## src/rtl/core/pcxd_pkg.sv

```systemverilog
package pcxd_pkg;

    // Byte stream geometry
    localparam int HDR_LAST   = 127;       // last header byte position
    localparam int MIN_FILE   = 128 + 769; // shortest well-formed file in bytes
    localparam int POS_W      = 10;        // saturating byte position counter
    localparam int RUN_W      = 6;         // run count field
    localparam int LEFT_W     = 33;        // bytes per line times height

    // Header field slots
    localparam int HDR_XMIN   = 0;
    localparam int HDR_YMIN   = 1;
    localparam int HDR_XMAX   = 2;
    localparam int HDR_YMAX   = 3;
    localparam int HDR_BPL    = 4;
    localparam int HDR_FIELDS = 5;
    localparam int BPL_POS    = 66;        // bytes-per-line low byte offset
    localparam int XMIN_POS   = 4;         // first of the four window fields

    // Byte codes
    localparam logic [7:0] SIGNATURE = 8'h0A;
    localparam logic [1:0] RUN_MARK  = 2'b11;   // top bits of a run count byte

    // Status codes
    localparam logic [1:0] STAT_DECODING = 2'd0;
    localparam logic [1:0] STAT_DONE     = 2'd1;
    localparam logic [1:0] STAT_BAD_HDR  = 2'd2;
    localparam logic [1:0] STAT_TRUNC    = 2'd3;

    // Job queue between front and back
    localparam int QUEUE_DEPTH = 2;

    typedef struct packed {
        logic [7:0] data_byte;
        logic       end_of_file;
    } t_in;

    typedef struct packed {
        logic [7:0]  pixel_value;
        logic        pixel_valid;
        logic [15:0] column;
        logic [15:0] row_number;
        logic [1:0]  status;
        logic        last_of_item;
    } t_out;

    // One classified byte: value, how many decoded bytes it expands to, image geometry
    typedef struct packed {
        logic [7:0]       value;
        logic [RUN_W-1:0] count;
        logic [15:0]      width;
        logic [15:0]      bpl;
        logic [1:0]       status;
        logic             clear;
    } t_job;

endpackage

```

## src/rtl/core/pcxd_queue.sv

```systemverilog
module pcxd_queue #(
    parameter int DEPTH = pcxd_pkg::QUEUE_DEPTH
) (
    input  logic            i_clk,
    input  logic            i_rst_n,
    input  logic            i_push,
    input  pcxd_pkg::t_job  i_data,
    output logic            o_full,
    input  logic            i_pop,
    output logic            o_valid,
    output pcxd_pkg::t_job  o_data
);

    localparam int AW = (DEPTH > 1) ? $clog2(DEPTH) : 1;
    localparam int CW = $clog2(DEPTH + 1);

    pcxd_pkg::t_job r_mem [DEPTH];
    logic [AW-1:0]  r_wr, r_rd;
    logic [CW-1:0]  r_cnt;

    assign o_full  = (r_cnt == CW'(DEPTH));
    assign o_valid = (r_cnt != '0);
    assign o_data  = r_mem[r_rd];

    // Storage
    always_ff @(posedge i_clk) begin
        if (i_push) begin
            r_mem[r_wr] <= i_data;
        end
    end

    // Pointers and fill count
    always_ff @(posedge i_clk) begin
        if (!i_rst_n) begin
            r_wr  <= '0;
            r_rd  <= '0;
            r_cnt <= '0;
        end else begin
            if (i_push) begin
                r_wr <= (r_wr == AW'(DEPTH - 1)) ? '0 : r_wr + 1'b1;
            end
            if (i_pop) begin
                r_rd <= (r_rd == AW'(DEPTH - 1)) ? '0 : r_rd + 1'b1;
            end
            if (i_push && !i_pop) begin
                r_cnt <= r_cnt + 1'b1;
            end else if (!i_push && i_pop) begin
                r_cnt <= r_cnt - 1'b1;
            end
        end
    end

endmodule

```

## src/rtl/core/pcxd_front.sv

```systemverilog
module pcxd_front (
    input  logic            i_clk,
    input  logic            i_rst_n,
    input  logic            i_in_valid,
    output logic            o_in_ready,
    input  pcxd_pkg::t_in   i_in_data,
    output logic            o_push,
    output pcxd_pkg::t_job  o_job,
    input  logic            i_full
);

    localparam logic [2:0] ST_HEADER = 3'd0;
    localparam logic [2:0] ST_CALC   = 3'd1;
    localparam logic [2:0] ST_BODY   = 3'd2;
    localparam logic [2:0] ST_DONE   = 3'd3;
    localparam logic [2:0] ST_FAIL   = 3'd4;

    localparam int PW = pcxd_pkg::POS_W;
    localparam int RW = pcxd_pkg::RUN_W;
    localparam int LW = pcxd_pkg::LEFT_W;

    logic [2:0]    r_state, n_state;
    logic [PW-1:0] r_pos, n_pos;
    logic [15:0]   r_hdr [pcxd_pkg::HDR_FIELDS];
    logic [15:0]   n_hdr [pcxd_pkg::HDR_FIELDS];
    logic          r_sig, n_sig;
    logic          r_run_pend, n_run_pend;
    logic [RW-1:0] r_run_len, n_run_len;
    logic [LW-1:0] r_left, n_left;
    logic [15:0]   r_w, n_w;
    logic [16:0]   r_h, n_h;

    logic          accept;
    logic [7:0]    b;
    logic          eof;
    logic [PW-1:0] pos_next;
    logic [17:0]   w_s, h_s;
    logic          hdr_bad;
    logic [LW-1:0] prod;
    logic [RW-1:0] cnt, eff;
    logic          done_now;
    logic [1:0]    stat;

    assign o_in_ready = (r_state != ST_CALC) && !i_full;
    assign accept     = i_in_valid && o_in_ready;
    assign o_push     = accept;
    assign b          = i_in_data.data_byte;
    assign eof        = i_in_data.end_of_file;
    assign pos_next   = (r_pos == '1) ? r_pos : r_pos + 1'b1;

    // Header check: signature, width, height positive and bytes per line covers width
    assign w_s = {2'b00, r_hdr[pcxd_pkg::HDR_XMAX]} - {2'b00, r_hdr[pcxd_pkg::HDR_XMIN]}
                 + 18'd1;
    assign h_s = {2'b00, r_hdr[pcxd_pkg::HDR_YMAX]} - {2'b00, r_hdr[pcxd_pkg::HDR_YMIN]}
                 + 18'd1;
    assign hdr_bad = !r_sig || w_s[17] || (w_s == '0) || h_s[17] || (h_s == '0) ||
                     ($signed({2'b00, r_hdr[pcxd_pkg::HDR_BPL]}) < $signed(w_s));

    // Image size in bytes, taken in the cycle after the header
    assign prod = LW'(r_hdr[pcxd_pkg::HDR_BPL]) * LW'(r_h);

    always_comb begin
        n_state    = r_state;
        n_pos      = r_pos;
        n_hdr      = r_hdr;
        n_sig      = r_sig;
        n_run_pend = r_run_pend;
        n_run_len  = r_run_len;
        n_left     = r_left;
        n_w        = r_w;
        n_h        = r_h;
        cnt        = '0;
        eff        = '0;
        done_now   = 1'b0;
        stat       = pcxd_pkg::STAT_DECODING;

        if (accept) begin
            n_pos = pos_next;
            unique case (r_state)
                ST_HEADER: begin
                    if (r_pos == '0) begin
                        n_sig = (b == pcxd_pkg::SIGNATURE);
                    end
                    // window fields, little endian
                    for (int k = 0; k < 4; k++) begin
                        if (r_pos == PW'(pcxd_pkg::XMIN_POS + 2 * k)) begin
                            n_hdr[k][7:0] = b;
                        end
                        if (r_pos == PW'(pcxd_pkg::XMIN_POS + 2 * k + 1)) begin
                            n_hdr[k][15:8] = b;
                        end
                    end
                    if (r_pos == PW'(pcxd_pkg::BPL_POS)) begin
                        n_hdr[pcxd_pkg::HDR_BPL][7:0] = b;
                    end
                    if (r_pos == PW'(pcxd_pkg::BPL_POS + 1)) begin
                        n_hdr[pcxd_pkg::HDR_BPL][15:8] = b;
                    end
                    if (r_pos == PW'(pcxd_pkg::HDR_LAST)) begin
                        n_w     = w_s[15:0];
                        n_h     = h_s[16:0];
                        n_state = hdr_bad ? ST_FAIL : ST_CALC;
                    end
                end
                ST_BODY: begin
                    // classify: data of a pending run, run count byte, or literal
                    if (r_run_pend) begin
                        n_run_pend = 1'b0;
                        cnt        = r_run_len;
                    end else if (b[7:6] == pcxd_pkg::RUN_MARK) begin
                        n_run_pend = 1'b1;
                        n_run_len  = b[RW-1:0];
                    end else begin
                        cnt = RW'(1);
                    end
                    done_now = (cnt != '0) && (LW'(cnt) >= r_left);
                    eff      = done_now ? r_left[RW-1:0] : cnt;
                    n_left   = r_left - LW'(eff);
                    if (done_now) begin
                        n_state = ST_DONE;
                    end
                end
                default: begin
                end
            endcase

            if (n_state == ST_FAIL) begin
                stat = pcxd_pkg::STAT_BAD_HDR;
            end else if (n_state == ST_DONE) begin
                stat = pcxd_pkg::STAT_DONE;
            end

            // end of file: final verdict, then back to the start of a file
            if (eof) begin
                if (n_state != ST_FAIL &&
                    (n_state != ST_DONE || pos_next < PW'(pcxd_pkg::MIN_FILE))) begin
                    stat = pcxd_pkg::STAT_TRUNC;
                end
                n_state    = ST_HEADER;
                n_pos      = '0;
                n_sig      = 1'b0;
                n_run_pend = 1'b0;
                n_run_len  = '0;
                for (int k = 0; k < pcxd_pkg::HDR_FIELDS; k++) begin
                    n_hdr[k] = '0;
                end
            end
        end else if (r_state == ST_CALC) begin
            n_left  = prod;
            n_state = ST_BODY;
        end
    end

    always_comb begin
        o_job.value  = b;
        o_job.count  = eff;
        o_job.width  = r_w;
        o_job.bpl    = r_hdr[pcxd_pkg::HDR_BPL];
        o_job.status = stat;
        o_job.clear  = eof;
    end

    // Control state
    always_ff @(posedge i_clk) begin
        if (!i_rst_n) begin
            r_state    <= ST_HEADER;
            r_pos      <= '0;
            r_sig      <= 1'b0;
            r_run_pend <= 1'b0;
            r_run_len  <= '0;
            for (int k = 0; k < pcxd_pkg::HDR_FIELDS; k++) begin
                r_hdr[k] <= '0;
            end
        end else begin
            r_state    <= n_state;
            r_pos      <= n_pos;
            r_sig      <= n_sig;
            r_run_pend <= n_run_pend;
            r_run_len  <= n_run_len;
            r_hdr      <= n_hdr;
        end
    end

    // Geometry and byte budget
    always_ff @(posedge i_clk) begin
        r_left <= n_left;
        r_w    <= n_w;
        r_h    <= n_h;
    end

endmodule

```

## src/rtl/core/pcxd_back.sv

```systemverilog
module pcxd_back (
    input  logic            i_clk,
    input  logic            i_rst_n,
    input  logic            i_valid,
    input  pcxd_pkg::t_job  i_job,
    output logic            o_pop,
    output logic            o_out_valid,
    input  logic            i_out_ready,
    output pcxd_pkg::t_out  o_out_data
);

    localparam int RW = pcxd_pkg::RUN_W;

    logic           r_busy, n_busy;
    logic [RW-1:0]  r_rem, n_rem;
    logic           r_any, n_any;
    logic [15:0]    r_col, n_col;
    logic [15:0]    r_row, n_row;
    pcxd_pkg::t_job r_job, n_job;
    logic           r_out_valid;
    pcxd_pkg::t_out r_out, n_out;

    logic          ok_out;
    logic          kept, last_iter, later_kept;
    logic [16:0]   col1;
    logic [15:0]   cols_to_wrap;
    logic [RW-1:0] rem_m1;
    logic          emit;

    assign ok_out      = !r_out_valid || i_out_ready;
    assign o_out_valid = r_out_valid;
    assign o_out_data  = r_out;

    // Lookahead: does any later iteration of this run land on a kept column
    assign kept         = (r_col < r_job.width);
    assign last_iter    = (r_rem == RW'(1));
    assign rem_m1       = r_rem - 1'b1;
    assign col1         = {1'b0, r_col} + 17'd1;
    assign cols_to_wrap = r_job.bpl - 16'd1 - r_col;
    assign later_kept   = !last_iter &&
                          ((col1 < {1'b0, r_job.width}) || (16'(rem_m1) > cols_to_wrap));

    always_comb begin
        n_busy = r_busy;
        n_rem  = r_rem;
        n_any  = r_any;
        n_col  = r_col;
        n_row  = r_row;
        n_job  = r_job;
        n_out  = r_out;
        emit   = 1'b0;
        o_pop  = 1'b0;

        if (!r_busy) begin
            if (i_valid) begin
                if (i_job.count == '0) begin
                    // byte without pixels: one empty result
                    if (ok_out) begin
                        o_pop              = 1'b1;
                        emit               = 1'b1;
                        n_out.pixel_value  = '0;
                        n_out.pixel_valid  = 1'b0;
                        n_out.column       = '0;
                        n_out.row_number   = '0;
                        n_out.status       = i_job.status;
                        n_out.last_of_item = 1'b1;
                        if (i_job.clear) begin
                            n_col = '0;
                            n_row = '0;
                        end
                    end
                end else begin
                    o_pop  = 1'b1;
                    n_job  = i_job;
                    n_rem  = i_job.count;
                    n_any  = 1'b0;
                    n_busy = 1'b1;
                end
            end
        end else begin
            // one decoded byte per unstalled step; pad columns pass silently
            if (kept || (last_iter && !r_any)) begin
                if (ok_out) begin
                    emit               = 1'b1;
                    n_out.pixel_value  = kept ? r_job.value : '0;
                    n_out.pixel_valid  = kept;
                    n_out.column       = kept ? r_col : '0;
                    n_out.row_number   = kept ? r_row : '0;
                    n_out.status       = r_job.status;
                    n_out.last_of_item = kept ? !later_kept : 1'b1;
                end
            end
            if (ok_out || !(kept || (last_iter && !r_any))) begin
                n_any = r_any || kept;
                n_rem = rem_m1;
                if (col1 >= {1'b0, r_job.bpl}) begin
                    n_col = '0;
                    n_row = r_row + 16'd1;
                end else begin
                    n_col = col1[15:0];
                end
                if (last_iter) begin
                    n_busy = 1'b0;
                    if (r_job.clear) begin
                        n_col = '0;
                        n_row = '0;
                    end
                end
            end
        end
    end

    // Control state
    always_ff @(posedge i_clk) begin
        if (!i_rst_n) begin
            r_busy      <= 1'b0;
            r_col       <= '0;
            r_row       <= '0;
            r_out_valid <= 1'b0;
        end else begin
            r_busy <= n_busy;
            r_col  <= n_col;
            r_row  <= n_row;
            if (emit) begin
                r_out_valid <= 1'b1;
            end else if (i_out_ready) begin
                r_out_valid <= 1'b0;
            end
        end
    end

    // Working job and output payload
    always_ff @(posedge i_clk) begin
        r_rem <= n_rem;
        r_any <= n_any;
        r_job <= n_job;
        r_out <= n_out;
    end

endmodule

```

## src/rtl/core/pcx_rle_image_decoder_unit.sv

```systemverilog
// 8-bit single-plane RLE image decoder.
// Input channel (i_in_valid / o_in_ready / i_in_data): one file byte per
// transfer, header first, end_of_file set on the last byte of a file.
// Output channel (o_out_valid / i_out_ready / o_out_data): every input byte
// yields one or more results. A kept pixel gives one result with its value,
// column and row; a byte that yields no pixel gives one empty result. The
// last result of a byte has last_of_item set, and all results of a byte carry
// the status reached after that byte.
// With the back end idle, a byte that yields no pixel passes through the job
// queue and the result register; a decoded byte also passes the back end's
// working job register. A header byte or a run count byte becomes its empty
// result directly; a literal or a run is loaded, then expanded one decoded byte
// per step (pad columns included) by the single expansion step in the back end,
// which takes no new byte until it is through. The input also pauses after the
// header while the image byte budget is multiplied out. A short job queue lets
// the front keep taking bytes while the back end expands a run.
// Reset clears all control state; the block then waits for a header.
// When the receiver holds i_out_ready low, the result register holds, the
// back end stops, the queue fills and o_in_ready drops.
module pcx_rle_image_decoder_unit #(
    parameter int QUEUE_DEPTH = pcxd_pkg::QUEUE_DEPTH
) (
    input  logic           i_clk,
    input  logic           i_rst_n,
    input  logic           i_in_valid,
    output logic           o_in_ready,
    input  pcxd_pkg::t_in  i_in_data,
    output logic           o_out_valid,
    input  logic           i_out_ready,
    output pcxd_pkg::t_out o_out_data
);

    logic           push, full, pop, q_valid;
    pcxd_pkg::t_job push_job, head_job;

    pcxd_front u_front (
        .i_clk      (i_clk),
        .i_rst_n    (i_rst_n),
        .i_in_valid (i_in_valid),
        .o_in_ready (o_in_ready),
        .i_in_data  (i_in_data),
        .o_push     (push),
        .o_job      (push_job),
        .i_full     (full)
    );

    pcxd_queue #(
        .DEPTH (QUEUE_DEPTH)
    ) u_queue (
        .i_clk   (i_clk),
        .i_rst_n (i_rst_n),
        .i_push  (push),
        .i_data  (push_job),
        .o_full  (full),
        .i_pop   (pop),
        .o_valid (q_valid),
        .o_data  (head_job)
    );

    pcxd_back u_back (
        .i_clk       (i_clk),
        .i_rst_n     (i_rst_n),
        .i_valid     (q_valid),
        .i_job       (head_job),
        .o_pop       (pop),
        .o_out_valid (o_out_valid),
        .i_out_ready (i_out_ready),
        .o_out_data  (o_out_data)
    );

endmodule

```

## config.mk

```make
export PLATFORM = sky130hd
export DESIGN_NAME = pcx_rle_image_decoder_unit
export DESIGN_NICKNAME = d
export VERILOG_FILES = /design/src/rtl/core/pcxd_pkg.sv /design/src/rtl/core/pcxd_queue.sv /design/src/rtl/core/pcxd_front.sv /design/src/rtl/core/pcxd_back.sv /design/src/rtl/core/pcx_rle_image_decoder_unit.sv
export SDC_FILE = /design/constraint.sdc
export NUM_CORES = 1
export LEC_CHECK = 0
export ABC_CLOCK_PERIOD_IN_PS = 9000
export BUFFER_PORTS_ARGS = -buffer_cell sky130_fd_sc_hd__buf_4
export CORE_AREA = 2 2 288 219
export CTS_CLUSTER_DIAMETER = 40
export DETAILED_ROUTE_END_ITERATION = 10
export DIE_AREA = 0 0 290 221
export GPL_TIMING_DRIVEN = 0
export PLACE_DENSITY = 0.62
export SKIP_CTS_REPAIR_TIMING = 1
export SYNTH_ARGS = -nofsm -noshare
export SYNTH_HDL_FRONTEND = slang
export SYNTH_SLANG_ARGS = --single-unit
```

## constraint.sdc

```tcl
create_clock -name i_clk -period 9 [get_ports i_clk]
set_input_delay 0.45 -clock i_clk [delete_from_list [all_inputs] [get_ports i_clk]]
set_output_delay 0.45 -clock i_clk [all_outputs]
set_load 0.02 [all_outputs]
```

==> metrics.md, run 1 <==
| Metric | Value |
|---|---|
| Compound-cell area share of the yosys netlist | 0.119 |
| Total power | 6.08 mW |
| Final setup fails | 0 |
| Mux cell area share after synthesis | 0.0228 |
| Synth top cells by count | inv_1 (377), nor2_1 (295), nand2_1 (291) |
| Die ar. | between 60,000 and 70,000 um^2 |
| Syn nets | approximately 3,600 |
| Largest family of logic cells by synthesized area | adder cells |
| Synth top area share | 0.256 |
| Die width | 290 um |
| Clock Skews | 52.1 ps |
| Slew @ Worst Pin | 1140 ps |
| Post-Route WL | 83,700 um |
| Static leakage | between 10 and 15 nW |
| Internal Power | 4.10 mW |
| CTS tree | yes |
| Critical Path End Type | flip-flop |
| Setup_tns | 0 ps |
| Setup WS post-layout | 687 ps |
| Mean Syn Cell Area | between 9 and 10 um^2 |
| Top-count cell post-synth | inv_1 |
| Final min period | 8310 ps |
| Pwr per Cell Area | roughly 180 nW/um^2 |
| IR drop worst, VDD | 0.158 mV |
| RSZ-0062 raised after global routing | no |
| Fmax | 0.120 GHz |
| Max_slew headroom | 0.235 |
| DR vias | 23,600 |
| Simple logic cell fraction of the synthesized area | 0.164 |
| Inserted Clock Buffers | 55 |
| Clock slew at reported path FFs | roughly 60 ps |
| Maxcap violations | 0 |
| Final-report hold violation count | 0 |
| Pin count of the biggest net entering global routing | 41 |
| Share of the clock period used by the worst path | 0.924 |
| Mapped Area | 30,300 um^2 |
| Final #Nets | 3,730 |
| Ys Warns | 0 |
| Clock power frac | 0.372 |
| CORE AREA | slightly above 60,000 um^2 |
| Synth-to-layout area growth | 11.7% |
| Synthesized instance count | between 3,000 and 4,000 |
| Sw Share | 0.325 |
| CTS max path bufs | 3 |
| Starting Density | 0.493 |
| First-pass GRT wire length | 132,000 um |
| H-tree depth | 2 |
| Aggregate global-route resource usage | 0.261 |
| Setup CP Type | flip-flop to flip-flop |
| Post-detailed-route count of antenna-violating nets | 0 |
| Standard-cell rows | 79 |
| DP HPWL | 64,900 um |
| FFs w/ async S/R, synth | 0 |
| Later-pin clock latency in the skew report | 640 ps |
| Sink Count | around 400 |
| FF/Latch Area | approximately 11,000 um^2 |
| Worst setup path startpoint | u_front.o_job[6] |
| CP startpoint kind | flip-flop |
| Diodes inserted | 0 |
| Post-Synth Adder-Cell Area | 0.240 |
| PortBufs | 57 |
| Comb pwr share | 0.235 |
| Data arrival, critical path | 8660 ps |
| CP max FO | 12 |
| Psw | 1.98 mW |
| HP Start | i_in_data[4] |
| Hold crit path type | input pin to flip-flop |
| Flop pwr share | 0.392 |
| Synth unique cells | 87 |
| Vias in the first global route | ~23,000 |
| Placement Setup Slack | approximately 900 ps |
| # fillers | 5,408 |
| DRT iter0 DRCs | 2,134 |
| Multi-input logic area | between 15,000 and 20,000 um^2 |
| Drt wl/cell | 20.3 um |
| Gr ovfl total | 0 |
| Worst EP required | 9350 ps |
| Placed cells | 4,017 |
| # DRC | 0 |
| Layout cells sized above 1 | 0.0785 |
| Post-synth EDFFs | 258 |
| Cell accounting for the most synthesized area | edfxtp_1 |
| Post-synthesis sequential element count | between 300 and 400 |
| Worst R2R Start | u_front.o_job[6] |
| Max Transition Viols Final | 0 |
| Synth Area in XOR/XNOR | 0.0388 |
| Post-synthesis sequential area ratio | 0.349 |
| Via density | 5.73 |
| # IOs | 59 |
| Initial antenna violation count | 1 |
| Initial DRT Pass Iterations | 5 |
| Largest cells by area after synthesis | edfxtp_1 (26%), fa_1 (14%), ha_1 (10%) |
| Chip height | ~220 um |
| Placer congestion estimate | 0.954 |
| Root Driver | clkbuf_16 |
| Cell Count, Final, Fillers Out | between 4,000 and 5,000 |
| Fin Hold WS | 68.3 ps |
| Outcome | finished clean |
| Ys flop type | edfxtp_1 |
## sequential cells by signal, summed over array words and instances (netlist names), 17 cells and up, named ones only
| signal | cells |
|---|---|
| u_back.o_out_data | 44 |
| u_back.r_job | 43 |
| u_front.r_h | 17 |
| u_front.r_hdr | 64 |
| u_front.r_left | 33 |
| u_queue.r_mem | 98 |
## layout by cell type (no fill, tap or decap), types with 58 or more instances in the layout
| cell type | count |
|---|---|
| buf_4 | 58 |
| fa_1 | 212 |
| clkbuf_1 | 138 |
| ha_1 | 241 |
| a21oi_1 | 135 |
| nor2_1 | 292 |
| nand3_1 | 66 |
| edfxtp_1 | 258 |
| o21ai_0 | 90 |
| dfxtp_1 | 140 |
| a31oi_1 | 104 |
| inv_1 | 376 |
| xnor2_1 | 95 |
| and2_1 | 103 |
| nand2_1 | 291 |
| and3_1 | 61 |
## critical path, cell delays in order, from the launching register on
cell and delay (ps):
dfxtp_1 840, clkbuf_1 680, nand2_1 220, fa_1 580
inv_1 50, fa_1 490, inv_1 60, fa_1 490
inv_1 50, fa_1 470, inv_1 50, fa_1 530
inv_1 60, fa_1 500, ha_1 410, a21o_1 210
a21o_1 170, a211oi_1 250, o31a_1 270, o31ai_1 180
a2111oi_0 520, o21ai_0 250, a31o_2 290, a21oi_1 160
xnor2_1 170, a21oi_1 100
## worst paths after layout
path,end,slack [ps],cells past startpoint
worst min-delay path,u_queue.r_mem[1][44],70,1
worst max-delay path,u_front.r_left[32],690,25
worst min register to register,u_queue.r_mem[0][30],450,0
worst max register to register,u_front.r_left[32],690,25
## routing by layer
| layer | vias to the layer above | part of all wire | track usage |
|---|---|---|---|
| li1 | 11000 | - | - |
| met1 | 11600 | 0.48 | 0.401 |
| met2 | 853 | 0.41 | 0.374 |
| met3 | 100 | 0.097 | 0.0628 |
| met4 | 0 | 0.015 | 0.0502 |
| met5 | - | 0 | 0 |
## power groups by stage
stage / clock (mW) / sequential, mW / combinational (mW)
CTS: 2.29 / 2.39 / 1.43
global route: 2.38 / 2.41 / 1.58
finish: 2.27 / 2.39 / 1.43
floorplan: 0 / 2.49 / 0.835
detailed placement: 0 / 2.43 / 1.42
global placement: 0 / 2.45 / 1.34
## cells by family after synthesis
| kind of cell | after synthesis |
|---|---|
| AO/OA/AOI/OAI | 543 |
| adder cells (fa/ha/maj) | 454 |
| XOR/XNOR | 133 |
| AND/OR/NAND/NOR | 1026 |
| multiplexers | 63 |
| flip-flops | 398 |
| buffers and inverters | 528 |
## metrics by stage
stage	instance area, um^2	utilization
2_1_floorplan	30300	-
3_3_place_gp	31700	0.516
3_5_place_dp	31800	0.519
4_1_cts	33800	0.550
5_1_grt	33800	0.550
6_report	33800	0.550
## area by class of cell
cell class	instances	share of cell area
timing repair buffer	62	0.0159
sequential	398	0.312
multi-input combinational	2219	0.525
inverter	378	0.0420
buffer	150	0.0171
clock buffer	64	0.0426
clock inverter	39	0.0150
tap	810	0.0300
No activity file was read; power rests on OpenSTA's default activity.
==> inputs of run 2 (changes only) <==
PLACE_DENSITY = 0.61   (was 0.62)
==> run 2 against run 1 <==
Against the previous run: sequential share of layout area is 0.11 points higher; largest cell class unchanged; via count shrank 0.35%; critical path depth shrank 1; non-clock buffer count up 1; combinational power about the same; register-to-register slack better by 180 ps; final cell count about the same; flip-flop and latch count is the same; clock power decreased by 6%; clock skew down 18 ps; design area fell by 0.35%; worst hold slack improved by 25 ps.
==> metrics.md, run 2 (synthesis gave the netlist of run 1 again) <==
| Metric | Value |
|---|---|
| Via density | 5.71 (-0.30%) |
| CTS tree | yes |
| Drt wl/cell | 20.4 um (+0.23%) |
| Clock power frac | 0.358 (-0.014) |
| Most frequent CP cell | fa_1 |
| Standard-cell rows | 79 (unchanged) |
| Placer congestion estimate | 0.933 (-2.1%) |
| Met2 Use GR | 0.366 (-0.00861) |
| Pwr per Cell Area | 177 nW/um^2 (-1.8%) |
| Max_slew headroom | 0.200 (-0.0350) |
| Buffers plus inverters on the worst setup path | 5 (-1) |
| Data arrival, critical path | 8470 ps (-190 ps) |
| IR drop worst, VDD | 0.167 mV (+5.2%) |
| Clock Skews | 34.1 ps (-18.0 ps) |
| Chip height | 221 um (unchanged) |
| Max reg flops | 98 (unchanged) |
| Worst path cell trace | clkbuf_1, clkbuf_1, nand2_1, fa_1, inv_1, fa_1, inv_1, fa_1, fa_1, fa_1, inv_1, fa_1, ha_1, a21o_1, a21o_1, a211oi_1, o31a_1, o31ai_1, a2111oi_0, o21ai_0, a31o_2, a21oi_1, xnor2_1, a21oi_1 |
| Fmax | 0.123 GHz (+2.2%) |
| Met1 usage | 0.397 (-0.00429) |
| Diodes inserted | 0 (unchanged) |
| Pin count of the biggest net entering global routing | 40 (-2.4%) |
| CP max-delay cell | fa_1 |
| FF-to-FF setup slack | 870 ps (+180 ps) |
| # DRC | 0 (unchanged) |
| Setup_tns | 0 ps (unchanged) |
| Flop pwr share | 0.400 (+0.008) |
| Commonest non-fill, non-tap cell in the layout | inv_1 |
| # IOs | 59 (unchanged) |
| Inserted Clock Buffers | 53 (-3.6%) |
| DRT iter0 DRCs | 1,922 (-9.9%) |
| Worst R2R Start | u_front.o_job[9] |
| Most frequent cells in the layout | inv_1 (376), nor2_1 (292), nand2_1 (291), edfxtp_1 (258), ha_1 (241) |
| Final min period | 8130 ps (-179 ps) |
| CP max FO | 10 (-2) |
| Initial DRT Pass Iterations | 5 (unchanged) |
| Final #Nets | 3,729 (-0.027%) |
| Synth-to-layout area growth | 11.3% |
| Later-pin clock latency in the skew report | 630 ps (about the same) |
| Hold crit path type | input pin to flip-flop |
| CORE AREA | 61,400 um^2 (unchanged) |
| CP Capture Point | u_front.r_left[32] |
| Worst setup path startpoint | u_front.o_job[9] |
| Layout cells sized above 1 | 0.0774 (-0.00116) |
| Post-detailed-route count of antenna-violating nets | 0 (unchanged) |
| Final-report hold violation count | 0 (unchanged) |
| Total power | 5.95 mW (-2.1%) |
| Worst EP required | 9330 ps (-20 ps) |
| First-pass GRT wire length | 131,000 um (-0.62%) |
| Final setup fails | 0 (unchanged) |
| Outcome | finished clean |
| Vias in the first global route | 23,300 (-0.73%) |
| CP startpoint kind | flip-flop |
| WP depth | 24 (-4.0%) |
| Internal Power | 4.02 mW (-2.0%) |
| Setup CP Type | flip-flop to flip-flop |
| Starting Density | 0.493 (unchanged) |
| H-tree depth | 2 (unchanged) |
| CTS max path bufs | 3 (unchanged) |
| Biggest cell delay along the critical path | 560 ps (-280 ps) |
| Largest reg by FF count | u_queue.r_mem |
| Reg2Reg Depth | 24 (-4.0%) |
| Initial antenna violation count | 3 (+2) |
| Die width | 290 um (unchanged) |
| M3 GR Usage | 0.0739 (+0.0111) |
| Maxcap violations | 0 (unchanged) |
| Max Transition Viols Final | 0 (unchanged) |
| Clock slew at reported path FFs | 60 ps (about the same) |
| Sink Count | 398 (unchanged) |
| Aggregate global-route resource usage | 0.260 (-0.000923) |
| RSZ-0062 raised after global routing | no |
| Gr ovfl total | 0 (unchanged) |
| Crit Reg-Reg Endpoint | u_front.r_left[32] |
| Post-Route WL | 83,800 um (+0.18%) |
| GRT Max-Usage Layer | met1 |
| Slew @ Worst Pin | 1200 ps (+58.9 ps) |
| Critical path's top delay family | adder cells |
| DP HPWL | 65,600 um (+1.0%) |
| Critical Path End Type | flip-flop |
| Static leakage | 14.3 nW (-0.42%) |
| Die ar. | 64,100 um^2 (unchanged) |
| Root Driver | clkbuf_16 |
| Share of the clock period used by the worst path | 0.904 (-0.0199) |
| Sw Share | 0.325 (-0.000635) |
| DR vias | 23,500 (-0.35%) |
| Psw | 1.93 mW (-2.3%) |
| Comb pwr share | 0.242 (+0.007) |
| PortBufs | 57 (unchanged) |
[run 2: area by class of cell]
| class | count | area [um^2] |
|---|---|---|
| clock buffers | 65 | 1420 |
| flip-flops and latches | 398 | 10600 |
| clock inverters | 35 | 378 |
| inverters | 378 | 1420 |
| fillers | 5542 | 27700 |
| plain buffers | 150 | 579 |
| repair buffers | 63 | 563 |
| well taps | 810 | 1010 |
| multi-input cells | 2219 | 17700 |
[run 2: worst register-to-register path, stage by stage, from the launching register on]
cell	delay, ps
dfxtp_1	490
clkbuf_1	550
clkbuf_1	490
nand2_1	170
fa_1	560
inv_1	50
fa_1	530
inv_1	50
fa_1	530
fa_1	440
fa_1	540
inv_1	60
fa_1	550
ha_1	440
a21o_1	210
a21o_1	170
a211oi_1	240
o31a_1	270
o31ai_1	170
a2111oi_0	450
o21ai_0	200
a31o_2	280
a21oi_1	190
xnor2_1	150
a21oi_1	80
[run 2: how the worst min path moves through the flow]
stage                         from                    to  slack (ps)  depth (start not counted)
floorplan           u_front.r_w[0]  u_queue.r_mem[0][19]         420                          0
global placement    u_front.r_w[7]  u_queue.r_mem[0][26]         420                          0
detailed placement  u_front.r_w[3]  u_queue.r_mem[0][22]         430                          0
CTS                   i_in_data[7]  u_queue.r_mem[0][47]          60                          1
global route          i_in_data[4]  u_queue.r_mem[0][44]          60                          1
finish                i_in_data[6]  u_queue.r_mem[0][46]          90                          1
[run 2: layer usage]
metal	part of all wire	up-vias
met4	0.017	2
met2	0.40	844
met1	0.48	11500
met3	0.095	117
li1	-	11000
met5	0.00016	-
[run 2: power by group through the flow]
stage               Sequential [mW]  Clock, mW  Combinational [mW]
floorplan                      2.49          0               0.835
global placement               2.45          0                1.34
detailed placement             2.42          0                1.43
CTS                            2.38       2.17                1.44
global route                   2.41       2.25                1.58
finish                         2.38       2.13                1.44
[run 2: per-stage QoR]
stage	cells	hold slack [ps]	area, um^2	worst slack [ps]	util
after floorplan	3145	421	30300	2230	-
after global placement	4012	424	31700	1110	0.516
after detailed placement	4018	429	31900	1020	0.519
after CTS	4118	59.0	33700	953	0.548
after global routing	4118	63.4	33700	533	0.548
final	4118	92.9	33700	867	0.548
